## config.mk

```make
export PLATFORM = sky130hd
export DESIGN_NAME = button_press_hold_scanner_unit_flat
export DESIGN_NICKNAME = d
export VERILOG_FILES = /design/src/hdl/bphs_pkg.sv /design/src/hdl/bphs_in_if.sv /design/src/hdl/bphs_out_if.sv /design/src/hdl/bphs_cell.sv /design/src/hdl/button_press_hold_scanner_unit.sv /design/src/flat_wrapper.sv
export SDC_FILE = /design/constraint.sdc
export NUM_CORES = 1
export LEC_CHECK = 0
export BUFFER_PORTS_ARGS = -buffer_cell sky130_fd_sc_hd__buf_2
export CAP_MARGIN = 25
export CORE_MARGIN = 4
export CORE_UTILIZATION = 50
export DETAILED_ROUTE_END_ITERATION = 8
export GPL_TIMING_DRIVEN = 1
export PLACE_DENSITY = 0.69
export RECOVER_POWER = 50
export REMOVE_ABC_BUFFERS = 1
export SYNTH_ARGS = -nofsm -noshare
export SYNTH_HDL_FRONTEND = slang
export SYNTH_SLANG_ARGS = --single-unit
```

## constraint.sdc

```tcl
create_clock -name clk_i -period 7 [get_ports clk_i]
set_clock_uncertainty 0.2 [all_clocks]
set_input_delay 0.35 -clock clk_i [delete_from_list [all_inputs] [get_ports clk_i]]
set_output_delay 0.35 -clock clk_i [all_outputs]
set_load 0.05 [all_outputs]
```

## src/hdl/bphs_pkg.sv

```systemverilog
// bphs_pkg: shared types and constants of the button press/hold scanner
// no dependencies; imported by the interfaces, the button cell and the top level
`timescale 1ns / 1ps

package bphs_pkg;

  localparam int unsigned TIME_W      = 32;
  localparam int unsigned CFG_W       = 16;
  localparam int unsigned PIN_COUNT   = 4;
  localparam int unsigned BTN_IDX_W   = 2;
  localparam int unsigned EVENT_W     = 2;
  localparam int unsigned EVENTS_W    = 8;
  localparam int unsigned CFG_IDX_W   = 1;

  localparam logic [CFG_W-1:0] SCAN_INTERVAL_RST = 16'd50;
  localparam logic [CFG_W-1:0] HOLD_LIMIT_RST    = 16'd500;

  typedef enum logic [EVENT_W-1:0] {
    EV_IDLE    = 2'd0,
    EV_PRESSED = 2'd1,
    EV_HELD    = 2'd2
  } event_e;

  typedef enum logic [CFG_IDX_W-1:0] {
    CFG_SCAN_INTERVAL = 1'b0,
    CFG_HOLD_LIMIT    = 1'b1
  } cfg_idx_e;

  localparam logic CMD_SAMPLE = 1'b0;
  localparam logic CMD_QUERY  = 1'b1;

  // control shared by all button cells for the item in the input register
  typedef struct packed {
    logic              scan_en;
    logic              query_en;
    logic [TIME_W-1:0] now_ms;
    logic [CFG_W-1:0]  hold_limit;
  } cell_ctrl_t;

endpackage

```

## src/hdl/bphs_in_if.sv

```systemverilog
// bphs_in_if: input item channel, valid/ready plus sample/query payload
// depends on bphs_pkg for field widths
`timescale 1ns / 1ps

interface bphs_in_if
  import bphs_pkg::*;
();
  logic                 valid;
  logic                 ready;
  logic                 cmd;
  logic [TIME_W-1:0]    now_ms;
  logic [PIN_COUNT-1:0] pin_levels;
  logic [BTN_IDX_W-1:0] button_index;

  modport source (output valid, cmd, now_ms, pin_levels, button_index, input ready);
  modport sink   (input valid, cmd, now_ms, pin_levels, button_index, output ready);
endinterface

```

## src/hdl/bphs_out_if.sv

```systemverilog
// bphs_out_if: result item channel, valid/ready plus clicked/scanned/events
// depends on bphs_pkg for field widths
`timescale 1ns / 1ps

interface bphs_out_if
  import bphs_pkg::*;
();
  logic                valid;
  logic                ready;
  logic                clicked;
  logic                scanned;
  logic [EVENTS_W-1:0] events;

  modport source (output valid, clicked, scanned, events, input ready);
  modport sink   (input valid, clicked, scanned, events, output ready);
endinterface

```

## src/hdl/bphs_cell.sv

```systemverilog
// bphs_cell: state and update logic of one button (level, press start, event)
// depends on bphs_pkg
`timescale 1ns / 1ps

module bphs_cell
  import bphs_pkg::*;
(
  input  logic       clk_i,
  input  logic       rst_ni,
  input  cell_ctrl_t ctrl_i,
  input  logic       pressed_i,
  input  logic       sel_i,
  output event_e     event_next_o,
  output logic       clicked_o
);

  logic              prev_q, prev_d;
  logic [TIME_W-1:0] start_q, start_d;
  event_e            event_q, event_d;
  logic [TIME_W-1:0] held_for;

  assign held_for = ctrl_i.now_ms - start_q;

  always_comb begin
    prev_d  = prev_q;
    start_d = start_q;
    event_d = event_q;
    if (ctrl_i.scan_en) begin
      prev_d = pressed_i;
      if (pressed_i && !prev_q) begin
        event_d = EV_PRESSED;
        start_d = ctrl_i.now_ms;
      end else if (pressed_i && prev_q) begin
        if (held_for > TIME_W'(ctrl_i.hold_limit)) begin
          event_d = EV_HELD;
        end
      end else if (!pressed_i && prev_q) begin
        event_d = EV_IDLE;
      end
    end else if (ctrl_i.query_en && sel_i && event_q == EV_PRESSED) begin
      // reading a fresh press consumes it
      event_d = EV_IDLE;
    end
  end

  assign clicked_o    = sel_i && (event_q == EV_PRESSED || event_q == EV_HELD);
  assign event_next_o = event_d;

  always_ff @(posedge clk_i or negedge rst_ni) begin
    if (!rst_ni) begin
      prev_q  <= 1'b0;
      event_q <= EV_IDLE;
    end else begin
      prev_q  <= prev_d;
      event_q <= event_d;
    end
  end

  // only read while prev_q is set, which a press edge wrote
  always_ff @(posedge clk_i) begin
    start_q <= start_d;
  end

endmodule

```

## src/hdl/button_press_hold_scanner_unit.sv

```systemverilog
// button_press_hold_scanner_unit: top level, input register, scan gate, result register
// depends on bphs_pkg, bphs_in_if, bphs_out_if and bphs_cell
// path: an accepted item passes the input register and then the result register, where
// its result becomes valid; a result that is not taken stalls the item behind it
// throughput: one item per cycle; all buttons update in parallel in a single pass
// a stalled result register holds back the input register, which still fills once
// reset: async active low; clears valids, last scan time, levels and events; the
// registers return to scan interval 50 and hold limit 500
`timescale 1ns / 1ps

module button_press_hold_scanner_unit
  import bphs_pkg::*;
#(
  parameter int unsigned NUM_BUTTONS = 4
) (
  input  logic                 clk_i,
  input  logic                 rst_ni,
  bphs_in_if.sink              in_if,
  bphs_out_if.source           out_if,
  input  logic                 cfg_we_i,
  input  logic [CFG_IDX_W-1:0] cfg_index_i,
  input  logic [CFG_W-1:0]     cfg_wdata_i
);

  // buttons shown in the events field
  localparam int unsigned SHOWN = (NUM_BUTTONS < PIN_COUNT) ? NUM_BUTTONS : PIN_COUNT;

  // configuration registers
  logic [CFG_W-1:0] scan_interval_q;
  logic [CFG_W-1:0] hold_limit_q;

  always_ff @(posedge clk_i or negedge rst_ni) begin
    if (!rst_ni) begin
      scan_interval_q <= SCAN_INTERVAL_RST;
      hold_limit_q    <= HOLD_LIMIT_RST;
    end else if (cfg_we_i) begin
      unique case (cfg_idx_e'(cfg_index_i))
        CFG_SCAN_INTERVAL: scan_interval_q <= cfg_wdata_i;
        CFG_HOLD_LIMIT:    hold_limit_q    <= cfg_wdata_i;
        default:           ;
      endcase
    end
  end

  // input register stage
  logic                 s1_valid_q;
  logic                 cmd_q;
  logic [TIME_W-1:0]    now_q;
  logic [PIN_COUNT-1:0] pins_q;
  logic [BTN_IDX_W-1:0] idx_q;

  // result register stage
  logic                out_valid_q;
  logic                clicked_q, clicked_d;
  logic                scanned_q, scanned_d;
  logic [EVENTS_W-1:0] events_q, events_d;

  logic s1_adv;
  logic in_fire;

  // the item in the input register moves on when the result register is free or drains
  assign s1_adv      = s1_valid_q && (!out_valid_q || out_if.ready);
  assign in_if.ready = !s1_valid_q || s1_adv;
  assign in_fire     = in_if.valid && in_if.ready;

  always_ff @(posedge clk_i or negedge rst_ni) begin
    if (!rst_ni) begin
      s1_valid_q <= 1'b0;
    end else if (in_if.ready) begin
      s1_valid_q <= in_if.valid;
    end
  end

  always_ff @(posedge clk_i) begin
    if (in_fire) begin
      cmd_q  <= in_if.cmd;
      now_q  <= in_if.now_ms;
      pins_q <= in_if.pin_levels;
      idx_q  <= in_if.button_index;
    end
  end

  // scan gate: modular time since the last accepted scan
  logic [TIME_W-1:0] last_scan_q;
  logic [TIME_W-1:0] since_scan;
  logic              scan_ok;

  assign since_scan = now_q - last_scan_q;
  assign scan_ok    = (cmd_q == CMD_SAMPLE) && (since_scan >= TIME_W'(scan_interval_q));

  always_ff @(posedge clk_i or negedge rst_ni) begin
    if (!rst_ni) begin
      last_scan_q <= '0;
    end else if (s1_adv && scan_ok) begin
      last_scan_q <= now_q;
    end
  end

  // state only changes when the item leaves the input register
  cell_ctrl_t ctrl;

  always_comb begin
    ctrl.scan_en    = s1_adv && scan_ok;
    ctrl.query_en   = s1_adv && (cmd_q == CMD_QUERY);
    ctrl.now_ms     = now_q;
    ctrl.hold_limit = hold_limit_q;
  end

  event_e [NUM_BUTTONS-1:0] ev_next;
  logic   [NUM_BUTTONS-1:0] click_vec;

  for (genvar i = 0; i < NUM_BUTTONS; i++) begin : g_btn
    logic pressed;
    logic sel;

    // buttons past the pins never see a press; a query only reaches real pins
    if (i < PIN_COUNT) begin : g_pin
      assign pressed = ~pins_q[i];
      assign sel     = (idx_q == BTN_IDX_W'(i));
    end else begin : g_nopin
      assign pressed = 1'b0;
      assign sel     = 1'b0;
    end

    bphs_cell u_cell (
      .clk_i        (clk_i),
      .rst_ni       (rst_ni),
      .ctrl_i       (ctrl),
      .pressed_i    (pressed),
      .sel_i        (sel),
      .event_next_o (ev_next[i]),
      .clicked_o    (click_vec[i])
    );
  end

  // result assembly, events reflect state after the step
  always_comb begin
    events_d = '0;
    for (int unsigned i = 0; i < SHOWN; i++) begin
      events_d[EVENT_W*i +: EVENT_W] = ev_next[i];
    end
    scanned_d = scan_ok;
    clicked_d = (cmd_q == CMD_QUERY) && (|click_vec);
  end

  always_ff @(posedge clk_i or negedge rst_ni) begin
    if (!rst_ni) begin
      out_valid_q <= 1'b0;
    end else if (!out_valid_q || out_if.ready) begin
      out_valid_q <= s1_valid_q;
    end
  end

  always_ff @(posedge clk_i) begin
    if (s1_adv) begin
      clicked_q <= clicked_d;
      scanned_q <= scanned_d;
      events_q  <= events_d;
    end
  end

  assign out_if.valid   = out_valid_q;
  assign out_if.clicked = clicked_q;
  assign out_if.scanned = scanned_q;
  assign out_if.events  = events_q;

  // an item leaving the input register always lands in the result register
  a_adv_lands : assert property (@(posedge clk_i) disable iff (!rst_ni)
    s1_adv |=> out_valid_q)
    else $error("item lost between input and result register");

  // an accepted scan records its own time
  a_scan_time : assert property (@(posedge clk_i) disable iff (!rst_ni)
    (s1_adv && scan_ok) |=> (last_scan_q == $past(now_q)))
    else $error("last scan time not updated");

  // a result is never both a scan and a click
  a_excl : assert property (@(posedge clk_i) disable iff (!rst_ni)
    out_valid_q |-> !(scanned_q && clicked_q))
    else $error("result both scanned and clicked");

  // button 0 never reports the unused event code
  a_ev_code : assert property (@(posedge clk_i) disable iff (!rst_ni)
    out_valid_q |-> (events_q[1:0] != 2'b11))
    else $error("illegal event code");

endmodule
```

## src/flat_wrapper.sv

```systemverilog
// flat-port wrapper written by rule: the top's interface ports become plain ports
module button_press_hold_scanner_unit_flat import bphs_pkg::*;
#(
  parameter int unsigned NUM_BUTTONS = 4
)
  (clk_i, rst_ni, cfg_we_i, cfg_index_i, cfg_wdata_i, in_if_valid, in_if_cmd, in_if_now_ms, in_if_pin_levels, in_if_button_index, in_if_ready, out_if_valid, out_if_clicked, out_if_scanned, out_if_events, out_if_ready);
  bphs_in_if in_if_i ();
  bphs_out_if out_if_i ();
  input  logic clk_i;
  input  logic rst_ni;
  input  logic cfg_we_i;
  input  logic [CFG_IDX_W-1:0] cfg_index_i;
  input  logic [CFG_W-1:0] cfg_wdata_i;
  input wire logic [$bits(in_if_i.valid)-1:0] in_if_valid;
  input wire logic [$bits(in_if_i.cmd)-1:0] in_if_cmd;
  input wire logic [$bits(in_if_i.now_ms)-1:0] in_if_now_ms;
  input wire logic [$bits(in_if_i.pin_levels)-1:0] in_if_pin_levels;
  input wire logic [$bits(in_if_i.button_index)-1:0] in_if_button_index;
  output wire logic [$bits(in_if_i.ready)-1:0] in_if_ready;
  output wire logic [$bits(out_if_i.valid)-1:0] out_if_valid;
  output wire logic [$bits(out_if_i.clicked)-1:0] out_if_clicked;
  output wire logic [$bits(out_if_i.scanned)-1:0] out_if_scanned;
  output wire logic [$bits(out_if_i.events)-1:0] out_if_events;
  input wire logic [$bits(out_if_i.ready)-1:0] out_if_ready;
  assign in_if_i.valid = in_if_valid;
  assign in_if_i.cmd = in_if_cmd;
  assign in_if_i.now_ms = in_if_now_ms;
  assign in_if_i.pin_levels = in_if_pin_levels;
  assign in_if_i.button_index = in_if_button_index;
  assign in_if_ready = in_if_i.ready;
  assign out_if_valid = out_if_i.valid;
  assign out_if_clicked = out_if_i.clicked;
  assign out_if_scanned = out_if_i.scanned;
  assign out_if_events = out_if_i.events;
  assign out_if_i.ready = out_if_ready;
  button_press_hold_scanner_unit #(.NUM_BUTTONS(NUM_BUTTONS)) u_core (.clk_i(clk_i), .rst_ni(rst_ni), .in_if(in_if_i), .out_if(out_if_i), .cfg_we_i(cfg_we_i), .cfg_index_i(cfg_index_i), .cfg_wdata_i(cfg_wdata_i));
endmodule
```

==> results of run 1 <==
-- metal layers --
| metal | GRT usage | up-vias |
|---|---|---|
| met5 | 0 | - |
| met4 | 0.07387 | 0 |
| met3 | 0.01950 | 100 |
| met2 | 0.4043 | 382 |
| met1 | 0.3072 | 7974 |
| li1 | - | 8209 |
-- sequential cells by signal, summed over array words and instances (netlist names), 8 cells and up --
signal and flops:
u_core.scan_interval_q 16, u_core.last_scan_q 32, u_core.hold_limit_q 16, u_core.g_btn.u_cell.start_q 128, u_core.g_btn.u_cell.event_q 8, u_core.now_q 32
u_core.out_if.events 8
-- repair_timing --
item	4_1_cts	5_1_grt
hold buffers	59	0
endpoints found under the hold margin	95	0
buffers inserted	0	0
-- through the flow --
stage               instance area [um^2]  setup slack [ns]  std cells
CTS                                22500            0.6275       2827
floorplan                          19630            0.3462       2094
finish                             22430            0.6915       2828
global route                       22430            0.3603       2828
global placement                   20900            0.7594       2714
detailed placement                 20900            0.6519       2714
-- cell type report --
cell class / count / share of cell area
multi-input cells: 1613 / 0.5141
repair buffers: 162 / 0.04943
clock buffers: 39 / 0.03861
inverters: 226 / 0.03783
clock inverters: 15 / 0.006583
well taps: 518 / 0.02890
flip-flops and latches: 255 / 0.3245
-- logic make-up (layout without fill, tap and decap cells) --
| group | count (synthesis) | after routing | share of synthesized area |
|---|---|---|---|
| DFF | 255 | 255 | 0.3666 |
| buffers and inverters | 280 | 442 | 0.05394 |
| muxes | 37 | 37 | 0.02067 |
| adders and majority gates | 244 | 244 | 0.1557 |
| xor gates and xnor gates | 104 | 104 | 0.04588 |
| AOI/OAI and AO/OA | 658 | 658 | 0.2143 |
| and+or+nand+nor | 570 | 570 | 0.1429 |
-- cell usage after synthesis, types with 6 or more instances --
master / count
and3_1: 21
or2_2: 7
buf_2: 6
dfrtp_1: 69
a221oi_1: 12
o211ai_1: 28
o41ai_1: 8
or4_1: 12
o21bai_1: 14
o31a_1: 9
edfxtp_1: 177
a21oi_1: 184
nor2_1: 105
o22ai_1: 6
o2111ai_1: 8
o211a_1: 8
mux2i_1: 14
xor2_1: 42
inv_1: 226
nand4_1: 42
o21a_1: 39
nor2b_1: 29
ha_1: 239
nand3_1: 36
mux2_2: 22
or3_1: 12
clkbuf_1: 44
xnor2_1: 62
nand2_1: 196
nor4_1: 11
and2_1: 9
a211o_1: 9
a211oi_1: 26
nor3_1: 26
dfstp_2: 9
o21ai_1: 19
o31ai_1: 9
nand2b_1: 29
and4_1: 8
o21ai_0: 141
a31oi_1: 15
nand3b_1: 10
a21o_1: 65
-- worst max-delay path: cells and delay by family, from the launching register on --
| kind | cells | cell delay, ns |
|---|---|---|
| AOI/OAI and AO/OA | 8 | 2.07 |
| and+or+nand+nor | 6 | 2.06 |
| adders and majority gates | 3 | 0.87 |
| DFF | 1 | 0.48 |
| buffers and inverters | 2 | 0.19 |
| xor gates and xnor gates | 1 | 0.16 |
-- how the worst max path moves through the flow --
stage                                         to            start  slack [ns]
2_1_floorplan  u_core.g_btn[0].u_cell.start_q[0]  u_core.now_q[0]        0.35
3_3_place_gp             u_core.out_if.events[0]  u_core.now_q[0]        0.76
3_5_place_dp             u_core.out_if.events[0]  u_core.now_q[0]        0.65
4_1_cts                  u_core.out_if.events[0]  u_core.now_q[0]        0.63
5_1_grt                  u_core.out_if.events[5]  u_core.now_q[3]        0.36
6_report                 u_core.out_if.events[0]  u_core.now_q[0]        0.69
-- where the power goes --
part	leakage (nW)	switching, mW	internal (mW)
clock network	0.490	0.635	0.943
logic	6.69	1.08	0.722
registers	2.57	0.0782	1.77
==> impl_metrics.json, run 1 <==
{
  "status": "finished, violations left",
  "violations": "capacitance limit, slew limit",
  "peakVddDrop_uv": 238.6,
  "routabilityCongestion": 0.9654,
  "synth_area_per_cell_um2": 9.243,
  "async_reset_ff_frac": 0.3059,
  "syn_area_um2": 19850,
  "wl_per_cell_um": 18.17,
  "final-hold-violation-count": 0,
  "drt-met1-wl_mm": 23.15,
  "final_common_cell": "ha_1",
  "r2r.worst_path.cells": 20,
  "top_layer": "met4",
  "yosysTopAreaCellShare": 0.2677,
  "num_rows": 72,
  "antenna_left": 0,
  "multi_input_area_um2": 11530,
  "drv_slew": 89,
  "hold-path-cell-count": 4,
  "cp-end-kind": "flip-flop",
  "whs_endpoint": "u_core.scan_interval_q[1]",
  "ys_seq_area_frac": 0.3666,
  "rsz0062_at_grt": "false",
  "cpPeakStageDelay_ns": 0.55,
  "ys_warn_count": 0,
  "first_global_vias": 16440,
  "htreeDepth": 1,
  "worst_pin_slew_ns": 3.063,
  "area_growth_pct": 12.96,
  "synthTopCellsByArea": "edfxtp_1 (27%), ha_1 (15%), dfrtp_1 (8.7%)",
  "fin_nets": 2592,
  "ys.flop_type": "edfxtp_1",
  "grt_overflow": 0,
  "ys_types": 87,
  "antenna_found_initial": 0,
  "fill_cells": 3398,
  "syn_inst": 2148,
  "io_pins": 73,
  "fmax_mhz": 158.5,
  "clkTransAtPathRegs_ns": 0.06,
  "track_usage": 0.2317,
  "r2r_slack_ns": 0.69,
  "worstSetupPathType": "reg2reg",
  "met2_length_mm": 24.84,
  "clock_latency_ns": 0.57,
  "core_um2": 38920,
  "p_leak_nw": 9.751,
  "arrival_ns": 6.41,
  "drcViolationCount": 0,
  "cts_made_buffers": 29,
  "required_ns": 7.10,
  "yosysTopAreaCell": "edfxtp_1",
  "synth_edf_count": 177,
  "portBuffers": 72,
  "setup_tns_ns": 0,
  "drt_first_pass_iters": 7,
  "dr_total_vias": 16670,
  "hold_path_class": "in2reg",
  "mostFrequentLayoutCells": "ha_1 (239), inv_1 (226), nand2_1 (196)",
  "place_hpwl_mm": 39.73,
  "critPathSlowestCell": "or4b_4",
  "grt_pass1_wl_mm": 83.41,
  "drive_gt1_frac": 0.07835,
  "grt_max_degree": 62,
  "post_drt_via_cell_ratio": 5.893,
  "cts_tree": "done",
  "path_cells": "inv_1 > ha_1 > inv_1 > fa_1 > a21o_1 > a221oi_2 > o21a_2 > o21ai_0 > xor2_1 > ha_1 > a21o_1 > a2111oi_0 > and3_1 > o2111ai_1 > or4_1 > or4b_4 > nor4_4 > or2_2 > nor3_2 > a311o_1",
  "whs_ns": 0.2621,
  "met3_length_mm": 1.810,
  "relSlewSlack": -1.042,
  "final-seq-area_um2": 7278,
  "drt-initial-drc-count": 1037,
  "worstReg2RegEnd": "u_core.out_if.events[0]",
  "cap_violations": 2,
  "timing.rr.start": "u_core.now_q[0]",
  "post_cts_resized": 0,
  "clock-sinks": 255,
  "post-route-min-period_ns": 6.309,
  "setup_violations": 0,
  "die-area_um2": 42960,
  "ctsLongestPathBuffers": 3,
  "powerDensity_nw_per_um2": 233.4,
  "wirelength_mm": 51.40,
  "synth_seq_cells": 255,
  "num_antenna_cells": 0,
  "crit_fanout": 16,
  "cts-root-buf": "clkbuf_16",
  "min_from": "cfg_index_i",
  "fin_crit_sh": 0.9012,
  "initial_core_util": 0.5102,
  "fin_util": 0.5763,
  "total_power_mw": 5.234,
  "die_y_um": 207.3,
  "startpoint_type": "flip-flop",
  "die_x_um": 207.3
}
(Power assumes the default switching activity.)
==> run 2, diff against run 1 <==
==> constraint.sdc (replaced) <==
create_clock -name clk_i -period 7 [get_ports clk_i]
set_clock_uncertainty 0.2 [all_clocks]
set_input_delay 0.7 -clock clk_i [delete_from_list [all_inputs] [get_ports clk_i]]
set_output_delay 0.7 -clock clk_i [all_outputs]
set_load 0.05 [all_outputs]
==> run 2 against run 1 <==
Against the previous run:
- the flow still finishes with violations (capacitance limit, slew limit)
- hold slack got worse by 0.16 ns
- via count decreased by 1.5%
- clock power about the same
- largest power group unchanged
- global-route usage is 0.34 points lower
- sequential share of layout area up 0.87 points
- non-clock buffer count down 58
- count of clock-buffer cells in the layout did not move
- final area down 2.6%
==> impl_metrics.json, run 2 (synthesized netlist as in run 1, its figures left out) <==
{
  "status": "finished, violations left",
  "violations": "capacitance limit, slew limit",
  "layout_setup_ws_ns": 0.6914,
  "dr_total_vias": 16420,
  "portBuffers": 72,
  "post-route-min-period_ns": 6.309,
  "whs_ns": 0.09890,
  "htreeDepth": 1,
  "wirelength_mm": 50.71,
  "critPathSlowestCell": "or4b_4",
  "min_from": "in_if_now_ms[2]",
  "post_drt_via_cell_ratio": 5.926,
  "cts_made_buffers": 29,
  "r2r.worst_path.cells": 20,
  "top_register": "u_core.g_btn.u_cell.start_q",
  "r2r_slack_ns": 0.69,
  "setup_tns_ns": 0,
  "antenna_left": 0,
  "total_power_mw": 5.204,
  "ctsLongestPathBuffers": 3,
  "first_global_vias": 16220,
  "largest_reg_flops": 128,
  "mostFrequentLayoutCells": "ha_1 (239), inv_1 (226), nand2_1 (196)",
  "post_cts_resized": 0,
  "cp-end-kind": "flip-flop",
  "die_y_um": 207.3,
  "drive_gt1_frac": 0.08215,
  "peakVddDrop_uv": 237.6,
  "cpPeakStageDelay_ns": 0.54,
  "grt_overflow": 0,
  "track_usage": 0.2283,
  "routabilityCongestion": 0.9654,
  "drt-initial-drc-count": 926,
  "drcViolationCount": 0,
  "num_antenna_cells": 0,
  "clkTransAtPathRegs_ns": 0.06,
  "preCtsSetupSlack_ns": 0.6519,
  "powerDensity_nw_per_um2": 238.3,
  "drt_first_pass_iters": 7,
  "design_area_um2": 21840,
  "path_cells": "inv_1 > ha_1 > inv_1 > fa_1 > a21o_1 > a221oi_2 > o21a_2 > o21ai_0 > xor2_1 > ha_1 > a21o_1 > a2111oi_0 > and3_1 > o2111ai_1 > or4_1 > or4b_4 > nor4_4 > or2_2 > nor3_2 > a311o_1",
  "p_leak_nw": 9.516,
  "drv_slew": 62,
  "fin_crit_sh": 0.9012,
  "multi_input_area_um2": 11530,
  "worstSetupPathType": "reg2reg",
  "fin_util": 0.5612,
  "grt_pass1_wl_mm": 82.21,
  "clock-sinks": 255,
  "hold-path-cell-count": 1,
  "io_pins": 73,
  "relSlewSlack": -0.2403,
  "wl_per_cell_um": 18.31,
  "place_hpwl_mm": 39.73,
  "rsz0062_at_grt": "false",
  "hold_path_class": "in2reg",
  "worst_pin_slew_ns": 1.860,
  "cts_tree": "done",
  "num_rows": 72,
  "dp_cells": 2714,
  "cp-startpoint": "u_core.now_q[0]",
  "final-hold-violation-count": 0,
  "final-seq-area_um2": 7278,
  "cts-root-buf": "clkbuf_16",
  "fin_cells": 2770,
  "cp_top_family": "compound AO/OA/AOI/OAI gates",
  "required_ns": 7.10,
  "whs_endpoint": "u_core.now_q[2]",
  "fmax_mhz": 158.5,
  "fin_nets": 2534,
  "die_x_um": 207.3,
  "arrival_ns": 6.41,
  "core_um2": 38920,
  "top_regs": "u_core.g_btn.u_cell.start_q x128, u_core.last_scan_q x32, u_core.now_q x32",
  "grt_max_degree": 62,
  "worstReg2RegEnd": "u_core.out_if.events[0]",
  "final_common_cell": "ha_1",
  "cap_violations": 2,
  "fill_cells": 3483,
  "area_growth_pct": 9.995,
  "initial_core_util": 0.5102,
  "setup_violations": 0,
  "clock_latency_ns": 0.58,
  "crit_fanout": 16,
  "die-area_um2": 42960,
  "cp_num_buf_inv": 2,
  "placed_area_um2": 20900,
  "startpoint_type": "flip-flop",
  "antenna_found_initial": 0,
  "timing.rr.start": "u_core.now_q[0]"
}
[run 2: cell types whose count changed in the layout (fill, tap and decap cells not counted), sizes merged]
cell / delta
clkbuf: -4
buf: +4
dlygate4sd3: -58
[run 2: worst max-delay path by stage]
stage	end	slack, ns	cells past startpoint
floorplan	u_core.g_btn[0].u_cell.start_q[0]	0.35	22
global placement	u_core.out_if.events[0]	0.76	20
detailed placement	u_core.out_if.events[0]	0.65	20
CTS	u_core.out_if.events[0]	0.63	20
global route	u_core.out_if.events[5]	0.36	24
finish	u_core.out_if.events[0]	0.69	20
[run 2: power by group]
| group | internal (mW) | leakage [nW] | switching [mW] |
|---|---|---|---|
| Clock | 0.943 | 0.490 | 0.634 |
| Sequential | 1.77 | 2.57 | 0.0778 |
| Combinational | 0.700 | 6.45 | 1.07 |
[run 2: what timing repair did]
action / in CTS / in global routing
endpoints found under the hold margin: 22 / 0
setup buffers: 0 / 0
hold buffers: 1 / 0
[run 2: final cells by class]
cell class,instances,area share
Tap cell,518,0.02968
Sequential cell,255,0.3333
Timing Repair Buffer,104,0.02383
Clock inverter,15,0.006761
Clock buffer,39,0.03965
Multi-Input combinational cell,1613,0.5280
Inverter,226,0.03885
[run 2: layer usage]
metal,vias up,track usage,share of wire
li1,8092,-,-
met1,7810,0.3059,0.45
met2,404,0.3931,0.48
met3,109,0.01874,0.039
met4,0,0.07615,0.033
met5,-,0,0
